==> src/sv/bitmap_page_allocator_assert.svh <==
// Assertion macros shared by the bitmap page allocator RTL.
`ifndef BITMAP_PAGE_ALLOCATOR_ASSERT_SVH
`define BITMAP_PAGE_ALLOCATOR_ASSERT_SVH

// Same-cycle implication, disabled while reset is asserted.
`define BPA_ASSERT_NOW(label, clk, rst_n, ante, cons, msg) \
    label: assert property (@(posedge clk) disable iff (!(rst_n)) (ante) |-> (cons)) \
        else $error(msg);

// Next-cycle implication, disabled while reset is asserted.
`define BPA_ASSERT_NEXT(label, clk, rst_n, ante, cons, msg) \
    label: assert property (@(posedge clk) disable iff (!(rst_n)) (ante) |=> (cons)) \
        else $error(msg);

`endif

==> src/sv/bpa_pkg.sv <==
// Shared constants and controller/datapath interface types of the page allocator.
package bpa_pkg;

    localparam int WORD_W         = 32;
    localparam int LOG_WORD       = 5;
    localparam int ADDR_W         = 32;
    localparam int COUNT_W        = 11;
    localparam int TOTAL_W        = 11;
    localparam int CFG_IDX_W      = 1;
    localparam int PAGES_DEF      = 1024;
    localparam int PAGE_SHIFT_DEF = 12;

    localparam logic [ADDR_W-1:0]  BASE_RESET  = 32'h0010_0000;
    localparam logic [TOTAL_W-1:0] TOTAL_RESET = 11'd1024;

    localparam logic [CFG_IDX_W-1:0] CFG_BASE  = 1'b0;
    localparam logic [CFG_IDX_W-1:0] CFG_TOTAL = 1'b1;

    localparam logic CMD_ALLOC = 1'b0;
    localparam logic CMD_FREE  = 1'b1;

    typedef struct packed {
        logic clr_wr;
        logic load;
        logic prep;
        logic scan;
        logic mark_rd;
        logic mark_wr;
        logic out_load;
    } t_dp_cmd;

    typedef struct packed {
        logic clr_last;
        logic is_free;
        logic alloc_ok;
        logic free_ok;
        logic found;
        logic scan_fail;
        logic mark_last;
    } t_dp_status;

endpackage

==> src/sv/bpa_ram.sv <==
// Generic simple dual-port RAM with one write port and a registered read port.
module bpa_ram #(
    parameter int WIDTH = 32,
    parameter int DEPTH = 32,
    localparam int AW = (DEPTH > 1) ? $clog2(DEPTH) : 1
) (
    input  logic             i_clk,
    input  logic             i_we,
    input  logic [AW-1:0]    i_waddr,
    input  logic [WIDTH-1:0] i_wdata,
    input  logic             i_re,
    input  logic [AW-1:0]    i_raddr,
    output logic [WIDTH-1:0] o_rdata
);

    logic [WIDTH-1:0] r_mem [DEPTH];
    logic [WIDTH-1:0] r_rdata;

    always_ff @(posedge i_clk) begin
        if (i_we) begin
            r_mem[i_waddr] <= i_wdata;
        end
        if (i_re) begin
            r_rdata <= r_mem[i_raddr];
        end
    end

    assign o_rdata = r_rdata;

endmodule

==> src/sv/bpa_dp.sv <==
// Datapath of the page allocator: bitmap RAM, word scanner, run marker and result register.
module bpa_dp
    import bpa_pkg::*;
#(
    parameter int PAGES      = PAGES_DEF,
    parameter int PAGE_SHIFT = PAGE_SHIFT_DEF
) (
    input  logic                 i_clk,
    input  logic                 i_rst_n,
    input  t_dp_cmd              i_cmd,
    output t_dp_status           o_status,
    input  logic                 i_cfg_we,
    input  logic [CFG_IDX_W-1:0] i_cfg_index,
    input  logic [ADDR_W-1:0]    i_cfg_data,
    input  logic                 i_command,
    input  logic [COUNT_W-1:0]   i_page_count,
    input  logic [ADDR_W-1:0]    i_address,
    output logic [ADDR_W-1:0]    o_address_res,
    output logic                 o_failed
);

    localparam int DEPTH = (PAGES + WORD_W - 1) / WORD_W;
    localparam int AW    = (DEPTH > 1) ? $clog2(DEPTH) : 1;
    localparam int TW0   = $clog2(PAGES + 1);
    localparam int XW    = (TW0 > COUNT_W) ? TW0 : COUNT_W;
    localparam int IW    = (XW > AW + LOG_WORD) ? XW : AW + LOG_WORD;
    localparam int RW    = IW + 1;

    // Configuration registers.
    logic [ADDR_W-1:0]  r_base;
    logic [TOTAL_W-1:0] r_total;

    // Item registers.
    logic               r_cmd;
    logic [COUNT_W-1:0] r_count;
    logic [ADDR_W-1:0]  r_off;

    // Scan and mark state.
    logic [AW:0]     r_raddr;
    logic [AW-1:0]   r_pword;
    logic            r_rvalid;
    logic [RW-1:0]   r_run;
    logic [AW-1:0]   r_waddr;
    logic [RW-1:0]   r_lo;
    logic [RW-1:0]   r_hi;
    logic            r_found;
    logic [ADDR_W-1:0] r_out_addr;
    logic            r_out_failed;

    logic [XW-1:0]       eff_total;
    logic [XW-1:0]       count_x;
    logic [RW-1:0]       eff_m1;
    logic [AW-1:0]       last_word;
    logic [LOG_WORD-1:0] last_bit;
    logic [RW-1:0]       free_lo;
    logic [RW-1:0]       free_sum;
    logic [RW-1:0]       free_hi;
    logic                rd_ok;
    logic                scan_rd;

    logic [WORD_W-1:0]   rd_data;
    logic [WORD_W-1:0]   used_w;
    logic [RW-1:0]       run_w [WORD_W];
    logic [WORD_W-1:0]   hit_w;
    logic                lu_found;
    logic [LOG_WORD-1:0] lu_pos;
    logic [LOG_WORD-1:0] hit_pos;
    logic                hit_any;
    logic [RW-1:0]       start_idx;

    logic [RW-1:0]       hi_m1;
    logic [AW-1:0]       lo_word;
    logic [AW-1:0]       hi_word;
    logic [WORD_W-1:0]   lo_mask;
    logic [WORD_W-1:0]   hi_mask;
    logic [WORD_W-1:0]   run_mask;

    logic                ram_we;
    logic [WORD_W-1:0]   ram_wdata;
    logic                ram_re;
    logic [AW-1:0]       ram_raddr;

    // A total beyond the map size acts as the map size.
    always_comb begin
        count_x   = XW'(r_count);
        eff_total = (XW'(r_total) > XW'(PAGES)) ? XW'(PAGES) : XW'(r_total);
        eff_m1    = RW'(eff_total) - RW'(1);
        last_word = AW'(eff_m1 >> LOG_WORD);
        last_bit  = eff_m1[LOG_WORD-1:0];
        free_lo   = RW'(r_off[XW-1:0]);
        free_sum  = free_lo + RW'(count_x);
        free_hi   = (free_sum > RW'(eff_total)) ? RW'(eff_total) : free_sum;
    end

    assign rd_ok   = (r_raddr <= {1'b0, last_word});
    assign scan_rd = i_cmd.scan && rd_ok;

    // Run length ending at each bit of the fetched word, carrying the run from earlier words.
    always_comb begin
        used_w = rd_data;
        if (r_pword == last_word) begin
            for (int j = 0; j < WORD_W; j++) begin
                if (LOG_WORD'(j) > last_bit) begin
                    used_w[j] = 1'b1;
                end
            end
        end
        for (int j = 0; j < WORD_W; j++) begin
            lu_found = 1'b0;
            lu_pos   = '0;
            for (int k = 0; k <= j; k++) begin
                if (used_w[k]) begin
                    lu_found = 1'b1;
                    lu_pos   = LOG_WORD'(k);
                end
            end
            run_w[j] = lu_found ? (RW'(j) - RW'(lu_pos)) : (r_run + RW'(j + 1));
            hit_w[j] = (run_w[j] >= RW'(count_x));
        end
        hit_pos = '0;
        for (int j = WORD_W - 1; j >= 0; j--) begin
            if (hit_w[j]) begin
                hit_pos = LOG_WORD'(j);
            end
        end
        hit_any   = |hit_w;
        start_idx = RW'({r_pword, hit_pos}) + RW'(1) - RW'(count_x);
    end

    // Bit mask of the run within the word being rewritten.
    always_comb begin
        hi_m1    = r_hi - RW'(1);
        lo_word  = AW'(r_lo >> LOG_WORD);
        hi_word  = AW'(hi_m1 >> LOG_WORD);
        lo_mask  = (r_waddr == lo_word) ? ({WORD_W{1'b1}} << r_lo[LOG_WORD-1:0])
                                        : {WORD_W{1'b1}};
        hi_mask  = (r_waddr == hi_word)
                   ? ({WORD_W{1'b1}} >> (LOG_WORD'(WORD_W - 1) - hi_m1[LOG_WORD-1:0]))
                   : {WORD_W{1'b1}};
        run_mask = lo_mask & hi_mask;
    end

    always_comb begin
        ram_we    = i_cmd.clr_wr || i_cmd.mark_wr;
        ram_wdata = '0;
        if (i_cmd.mark_wr) begin
            ram_wdata = (r_cmd == CMD_FREE) ? (rd_data & ~run_mask) : (rd_data | run_mask);
        end
        ram_re    = scan_rd || i_cmd.mark_rd;
        ram_raddr = i_cmd.scan ? r_raddr[AW-1:0] : r_waddr;
    end

    bpa_ram #(
        .WIDTH (WORD_W),
        .DEPTH (DEPTH)
    ) u_map (
        .i_clk   (i_clk),
        .i_we    (ram_we),
        .i_waddr (r_waddr),
        .i_wdata (ram_wdata),
        .i_re    (ram_re),
        .i_raddr (ram_raddr),
        .o_rdata (rd_data)
    );

    always_ff @(posedge i_clk) begin
        if (!i_rst_n) begin
            r_base   <= BASE_RESET;
            r_total  <= TOTAL_RESET;
            r_waddr  <= '0;
            r_rvalid <= 1'b0;
            r_found  <= 1'b0;
        end else begin
            if (i_cfg_we) begin
                unique case (i_cfg_index)
                    CFG_BASE:  r_base  <= i_cfg_data;
                    CFG_TOTAL: r_total <= i_cfg_data[TOTAL_W-1:0];
                    default:   r_base  <= r_base;
                endcase
            end
            r_rvalid <= scan_rd;
            if (i_cmd.clr_wr) begin
                r_waddr <= r_waddr + AW'(1);
            end
            if (i_cmd.prep) begin
                r_waddr <= AW'(free_lo >> LOG_WORD);
                r_found <= 1'b0;
            end
            if (i_cmd.scan && r_rvalid && hit_any) begin
                r_waddr <= AW'(start_idx >> LOG_WORD);
                r_found <= 1'b1;
            end
            if (i_cmd.mark_wr && (r_waddr != hi_word)) begin
                r_waddr <= r_waddr + AW'(1);
            end
        end
    end

    always_ff @(posedge i_clk) begin
        if (i_cmd.load) begin
            r_cmd   <= i_command;
            r_count <= i_page_count;
            r_off   <= (i_address - r_base) >> PAGE_SHIFT;
        end
        if (i_cmd.prep) begin
            r_lo    <= free_lo;
            r_hi    <= free_hi;
            r_raddr <= '0;
            r_run   <= '0;
        end
        if (scan_rd) begin
            r_raddr <= r_raddr + (AW + 1)'(1);
            r_pword <= r_raddr[AW-1:0];
        end
        if (i_cmd.scan && r_rvalid) begin
            r_run <= run_w[WORD_W-1];
            if (hit_any) begin
                r_lo <= start_idx;
                r_hi <= start_idx + RW'(count_x);
            end
        end
        if (i_cmd.out_load) begin
            if ((r_cmd == CMD_FREE) || !r_found) begin
                r_out_addr <= '0;
            end else begin
                r_out_addr <= r_base + (ADDR_W'(r_lo) << PAGE_SHIFT);
            end
            r_out_failed <= (r_cmd == CMD_ALLOC) && !r_found;
        end
    end

    always_comb begin
        o_status.clr_last  = (r_waddr == AW'(DEPTH - 1));
        o_status.is_free   = (r_cmd == CMD_FREE);
        o_status.alloc_ok  = (count_x != '0) && (count_x <= eff_total);
        o_status.free_ok   = (r_count != '0) && (r_off < ADDR_W'(eff_total));
        o_status.found     = r_rvalid && hit_any;
        o_status.scan_fail = r_rvalid && !hit_any && (r_pword == last_word);
        o_status.mark_last = (r_waddr == hi_word);
    end

    assign o_address_res = r_out_addr;
    assign o_failed      = r_out_failed;

endmodule

==> src/sv/bpa_ctrl.sv <==
// Controller state machine of the page allocator: sequences clearing, scan, marking and result.
module bpa_ctrl
    import bpa_pkg::*;
(
    input  logic       i_clk,
    input  logic       i_rst_n,
    input  logic       i_in_valid,
    output logic       o_in_stall,
    output logic       o_out_valid,
    input  logic       i_out_stall,
    output t_dp_cmd    o_cmd,
    input  t_dp_status i_status
);

    localparam logic [2:0] S_CLEAR   = 3'd0;
    localparam logic [2:0] S_IDLE    = 3'd1;
    localparam logic [2:0] S_PREP    = 3'd2;
    localparam logic [2:0] S_SCAN    = 3'd3;
    localparam logic [2:0] S_MARK_RD = 3'd4;
    localparam logic [2:0] S_MARK_WR = 3'd5;
    localparam logic [2:0] S_RESULT  = 3'd6;

    logic [2:0] r_state;
    logic [2:0] n_state;
    logic       r_out_valid;
    logic       n_out_valid;
    logic       out_free;

    // The result register frees up in the same cycle its item is taken.
    assign out_free = !r_out_valid || !i_out_stall;

    always_comb begin
        n_state     = r_state;
        o_cmd       = '0;
        n_out_valid = r_out_valid && i_out_stall;
        unique case (r_state)
            S_CLEAR: begin
                o_cmd.clr_wr = 1'b1;
                if (i_status.clr_last) begin
                    n_state = S_IDLE;
                end
            end
            S_IDLE: begin
                if (i_in_valid) begin
                    o_cmd.load = 1'b1;
                    n_state    = S_PREP;
                end
            end
            S_PREP: begin
                o_cmd.prep = 1'b1;
                if (i_status.is_free) begin
                    n_state = i_status.free_ok ? S_MARK_RD : S_RESULT;
                end else begin
                    n_state = i_status.alloc_ok ? S_SCAN : S_RESULT;
                end
            end
            S_SCAN: begin
                o_cmd.scan = 1'b1;
                if (i_status.found) begin
                    n_state = S_MARK_RD;
                end else if (i_status.scan_fail) begin
                    n_state = S_RESULT;
                end
            end
            S_MARK_RD: begin
                o_cmd.mark_rd = 1'b1;
                n_state       = S_MARK_WR;
            end
            S_MARK_WR: begin
                o_cmd.mark_wr = 1'b1;
                if (i_status.mark_last) begin
                    n_state = S_RESULT;
                end else begin
                    n_state = S_MARK_RD;
                end
            end
            S_RESULT: begin
                if (out_free) begin
                    o_cmd.out_load = 1'b1;
                    n_out_valid    = 1'b1;
                    n_state        = S_IDLE;
                end
            end
            default: begin
                n_state = S_IDLE;
            end
        endcase
    end

    always_ff @(posedge i_clk) begin
        if (!i_rst_n) begin
            r_state     <= S_CLEAR;
            r_out_valid <= 1'b0;
        end else begin
            r_state     <= n_state;
            r_out_valid <= n_out_valid;
        end
    end

    assign o_in_stall  = (r_state != S_IDLE);
    assign o_out_valid = r_out_valid;

endmodule

==> src/sv/bitmap_page_allocator.sv <==
// Sequence: accept, a setup state, then for an allocate a scan that reads the 32-page map words
// in turn, then a read and a write state per map word rewritten, then the result register is loaded.
// A free skips the scan. Throughput is one item at a time, bounded by the single RAM port pair.
// The result register lets the next item in.
// After reset the map is zeroed by a pass over all ceil(PAGES/32) map words with the
// input stalled; configuration registers return to their reset values at once.
module bitmap_page_allocator
    import bpa_pkg::*;
#(
    parameter int PAGES      = PAGES_DEF,
    parameter int PAGE_SHIFT = PAGE_SHIFT_DEF
) (
    input  logic                 i_clk,
    input  logic                 i_rst_n,
    input  logic                 i_in_valid,
    output logic                 o_in_stall,
    input  logic                 i_command,
    input  logic [COUNT_W-1:0]   i_page_count,
    input  logic [ADDR_W-1:0]    i_address,
    output logic                 o_out_valid,
    input  logic                 i_out_stall,
    output logic [ADDR_W-1:0]    o_address_res,
    output logic                 o_failed,
    input  logic                 i_cfg_valid,
    output logic                 o_cfg_ready,
    input  logic [CFG_IDX_W-1:0] i_cfg_index,
    input  logic [ADDR_W-1:0]    i_cfg_data
);

`include "bitmap_page_allocator_assert.svh"

    t_dp_cmd    dp_cmd;
    t_dp_status dp_status;

    assign o_cfg_ready = 1'b1;

    bpa_ctrl u_ctrl (
        .i_clk       (i_clk),
        .i_rst_n     (i_rst_n),
        .i_in_valid  (i_in_valid),
        .o_in_stall  (o_in_stall),
        .o_out_valid (o_out_valid),
        .i_out_stall (i_out_stall),
        .o_cmd       (dp_cmd),
        .i_status    (dp_status)
    );

    bpa_dp #(
        .PAGES      (PAGES),
        .PAGE_SHIFT (PAGE_SHIFT)
    ) u_dp (
        .i_clk         (i_clk),
        .i_rst_n       (i_rst_n),
        .i_cmd         (dp_cmd),
        .o_status      (dp_status),
        .i_cfg_we      (i_cfg_valid),
        .i_cfg_index   (i_cfg_index),
        .i_cfg_data    (i_cfg_data),
        .i_command     (i_command),
        .i_page_count  (i_page_count),
        .i_address     (i_address),
        .o_address_res (o_address_res),
        .o_failed      (o_failed)
    );

    `BPA_ASSERT_NEXT(a_accept_starts_setup, i_clk, i_rst_n,
        i_in_valid && !o_in_stall, dp_cmd.prep, "accepted item did not start setup")
    `BPA_ASSERT_NOW(a_no_result_overwrite, i_clk, i_rst_n,
        o_out_valid && i_out_stall, !dp_cmd.out_load, "waiting result overwritten")
    `BPA_ASSERT_NEXT(a_result_shown, i_clk, i_rst_n,
        dp_cmd.out_load, o_out_valid, "loaded result not presented")
    `BPA_ASSERT_NOW(a_single_command, i_clk, i_rst_n,
        1'b1, $onehot0(dp_cmd), "more than one datapath command at once")

endmodule
==> config.mk <==
export PLATFORM = sky130hd
export DESIGN_NAME = bitmap_page_allocator
export DESIGN_NICKNAME = d
export VERILOG_FILES = /design/src/sv/bpa_pkg.sv /design/src/sv/bpa_ram.sv /design/src/sv/bpa_dp.sv /design/src/sv/bpa_ctrl.sv /design/src/sv/bitmap_page_allocator.sv
export VERILOG_INCLUDE_DIRS = /design/src /design/src/sv
export SDC_FILE = /design/constraint.sdc
export NUM_CORES = 2
export LEC_CHECK = 0
export BUFFER_PORTS_ARGS = -buffer_cell sky130_fd_sc_hd__buf_2
export CAP_MARGIN = 20
export CORE_UTILIZATION = 45
export CTS_CLUSTER_SIZE = 14
export DETAILED_ROUTE_END_ITERATION = 12
export PLACE_DENSITY = 0.57
export SLEW_MARGIN = 20
export SYNTH_ARGS = -nofsm -noshare
export SYNTH_HDL_FRONTEND = slang
export SYNTH_SLANG_ARGS = --single-unit
==> constraint.sdc <==
create_clock -name i_clk -period 20 [get_ports i_clk]
set_clock_uncertainty 0.1 [all_clocks]
set_input_delay 0 -clock i_clk [delete_from_list [all_inputs] [get_ports i_clk]]
set_output_delay 0 -clock i_clk [all_outputs]
set_load 0.05 [all_outputs]
==> reports/metrics.yaml <==
critical_path:
  critPathMostFrequentCell: "a21o_1"
  cp_slowest_cell: "o31ai_1"
  path_max_fanout: 29
  start_kind: "register"
  r2r_slack_ns: 6.38
  required_ns: 20.61
  critical_path.max_stage_delay_ns: 0.86
  critPathArrivalTime_ns: 14.23
  critPathCaptureType: "register"
  crit_type: "register to register"
power_and_ir_drop:
  p_per_area_nw_per_um2: 75.49
  p_leak_uw: 0.02813
  ir_drop_mv: 0.09969
finish:
  fin_nets: 7482
  post_layout_nonfiller_instances: 9019
  finish.instance_area_um2: 79940
  regArea_um2: 35870
  multi_input_area_um2: 32950
  n_fill_cell: 13740
  layout-drive-gt1-share: 0.08417
  syn_to_final_growth_pct: 14.14
floorplanning:
  initial_core_util: 0.4541
  ios: 118
  die_w_um: 396.5
  die-height_um: 396.5
  rows: 144
  die-area_um2: 157200
  core_um2: 154200
yosys:
  synth_fp_nets: 7263
  async_reset_ff_frac: 0
  synth_xor_area_frac: 0.04277
  yosys.cell_types.count: 96
  synth_edf_count: 1144
  synthMuxAreaShare: 0.006414
  syn-cell-area_um2: 70030
  syn_area_per_cell_um2: 10.52
  synth_top_family_by_area: "compound AO/OA/AOI/OAI gates"
  synthAdderAreaFrac: 0.09440
  synth-simple-area-share: 0.1458
  synthCells: 6655
  synth_top_area_frac: 0.4905
  synthFlopType: "edfxtp_1"
  synth.area.top_cells: "edfxtp_1, ha_1, nand2_1, a211oi_1, nor2_1"
  yosysMostFrequentCell: "edfxtp_1"
  ys_top_cells_by_count: "edfxtp_1, nand2_1, nor2_1, ha_1, a211oi_1"
  yosys_warnings: 0
  synth_area_leader_cell: "edfxtp_1"
  synth_compound_area_frac: 0.1697
  yosysSeqAreaShare: 0.5122
  ys_ff_latch: 1220
sta:
  setup_viol: 0
  worstMarginPinSlew_ns: 1.301
  finalHoldViolations: 0
  final.setup.tns_ns: 0
  finalCritPeriodShare: 0.6809
  slew_viol_final: 0
  period_minus_slack_ns: 13.62
  rsz0062_at_grt: "no"
  max_freq_ghz: 0.07343
  relSlewSlack: 0.1104
routing:
  drc: 22
  num_vias: 54540
  first_pass_iters: 10
  drt_wl_total_um: 246100
  routed_via_density: 6.047
  detail_route.wl_per_cell_um: 27.28
  drt_iter0_drc: 5226
  ant_nets: 0
global_routing:
  track_usage: 0.3085
  grt_pass1_wl_um: 357600
  grt_max_degree: 202
  grt_pass1_vias: 52120
  antenna_found_initial: 4
  overflow: 0
status:
  status: "finished, violations left"
  violations: "design-rule violations"
placement:
  placed_area_um2: 73660
  dp.cells: 8575
  dp_hpwl_um: 151800
  gp_congestion: 0.9766
  io_buffers: 116
run:
  max_cap_violations: 0
clock_network:
  clock_latency_ns: 0.78
  post_cts_buffers: 0
  cts_tree: "built"
  cts.sinks: 1220
  htreeDepth: 4
  cts.clk_slew.worst_paths_ns: 0.06
  cts_made_buffers: 134
  cts_root_buf: "clkbuf_16"
  clock_path_buffers: 3
min_path:
  hold_path_class: "input pin to register"
-- placed cells by master (no fill, tap or decap), types with 41 or more instances in the layout --
cell type and n:
edfxtp_1 1144, nand2_1 897, nor2_1 533, ha_1 522, a21oi_1 403, a211oi_1 399
and2_1 284, o21ai_0 217, xnor2_1 209, dlygate4sd3_1 196, a31oi_1 160, buf_4 147
a21o_1 146, a311oi_1 136, clkbuf_16 136, xor2_1 130, inv_1 127, buf_2 116
nand3_1 81, nor3_1 81, nor2b_1 79, nand2b_1 78, dfxtp_1 76, o21a_1 46
nor2_4 41
-- layout make-up --
type,count,share of cell area
repair buffers,479,0.04929
well taps,2044,0.03199
multi-input cells,4910,0.4122
clock inverters,65,0.007059
flip-flops and latches,1220,0.4488
inverters,129,0.006057
diodes,1,0.00003130
clock buffers,171,0.04459
-- power by group --
part / total [µW] / internal, µW / leakage, µW / switching (µW)
sequential: 2890 / 2820 / 0.00944 / 69.0
combinational: 791 / 279 / 0.0167 / 512
clock: 2360 / 1320 / 0.00201 / 1030
-- final timing paths --
path	startpoint	end	cells past startpoint
max reg2reg	u_dp.r_total[10]	u_dp.r_hi[9]	52
min reg2reg	u_dp.r_base[10]	u_dp.r_base[10]	2
max	u_dp.r_total[10]	u_dp.r_hi[9]	52
min	i_rst_n	u_dp.r_total[10]	3
-- cell families after synthesis --
group,after synthesis
AND/OR/NAND/NOR,2227
AO/OA/AOI/OAI,1770
flip-flops,1220
adder cells (fa/ha/maj),526
buffers and inverters,525
XOR/XNOR,342
multiplexers,44
other,1
-- critical path, delay by kind of cell (launching register included) --
family | cells | cell delay, ns
XOR/XNOR | 4 | 0.73
AND/OR/NAND/NOR | 12 | 2.88
AO/OA/AOI/OAI | 26 | 6.54
buffers and inverters | 4 | 1.00
flip-flops | 1 | 0.30
adder cells (fa/ha/maj) | 6 | 1.97
-- sequential cells by signal, summed over array words and instances (netlist names), 6 cells and up --
register            count
u_dp.count_x           11
u_dp.u_map.r_mem     1024
u_dp.r_raddr            6
u_dp.r_off             20
u_dp.o_address_res     32
u_dp.r_run             12
u_dp.r_total           11
u_dp.r_lo              12
u_dp.r_base            32
u_dp.u_map.o_rdata     32
u_dp.r_hi              10
-- timing repair --
action / 4_1_cts / 5_1_grt
endpoints found under the setup margin: 0 / 0
resized for setup: 0 / 0
hold endpoints to repair: 147 / 0
hold buffers: 196 / 0
-- per-layer routing --
layer,global-route usage,share of wire,routed length (µm),vias up
met5,0,0.000037,9,-
met4,0.1218,0.042,10420,2
met3,0.04465,0.067,16590,462
met2,0.4902,0.46,112400,1998
met1,0.4243,0.43,106700,26940
li1,-,-,-,25140
-- per-stage QoR --
stage / utilization / hold slack (ns) / power, µW / worst slack, ns
global route: 0.5183 / 0.1371 / 6243 / 5.510
CTS: 0.5171 / 0.04874 / 6059 / 6.644
detailed placement: 0.4776 / 0.07811 / 3674 / 6.683
floorplan: - / -0.001131 / 3403 / 9.395
global placement: 0.4773 / 0.07936 / 3667 / 6.809
finish: 0.5183 / 0.1275 / 6035 / 6.382
Note: power is estimated with default switching activity, not from simulation.
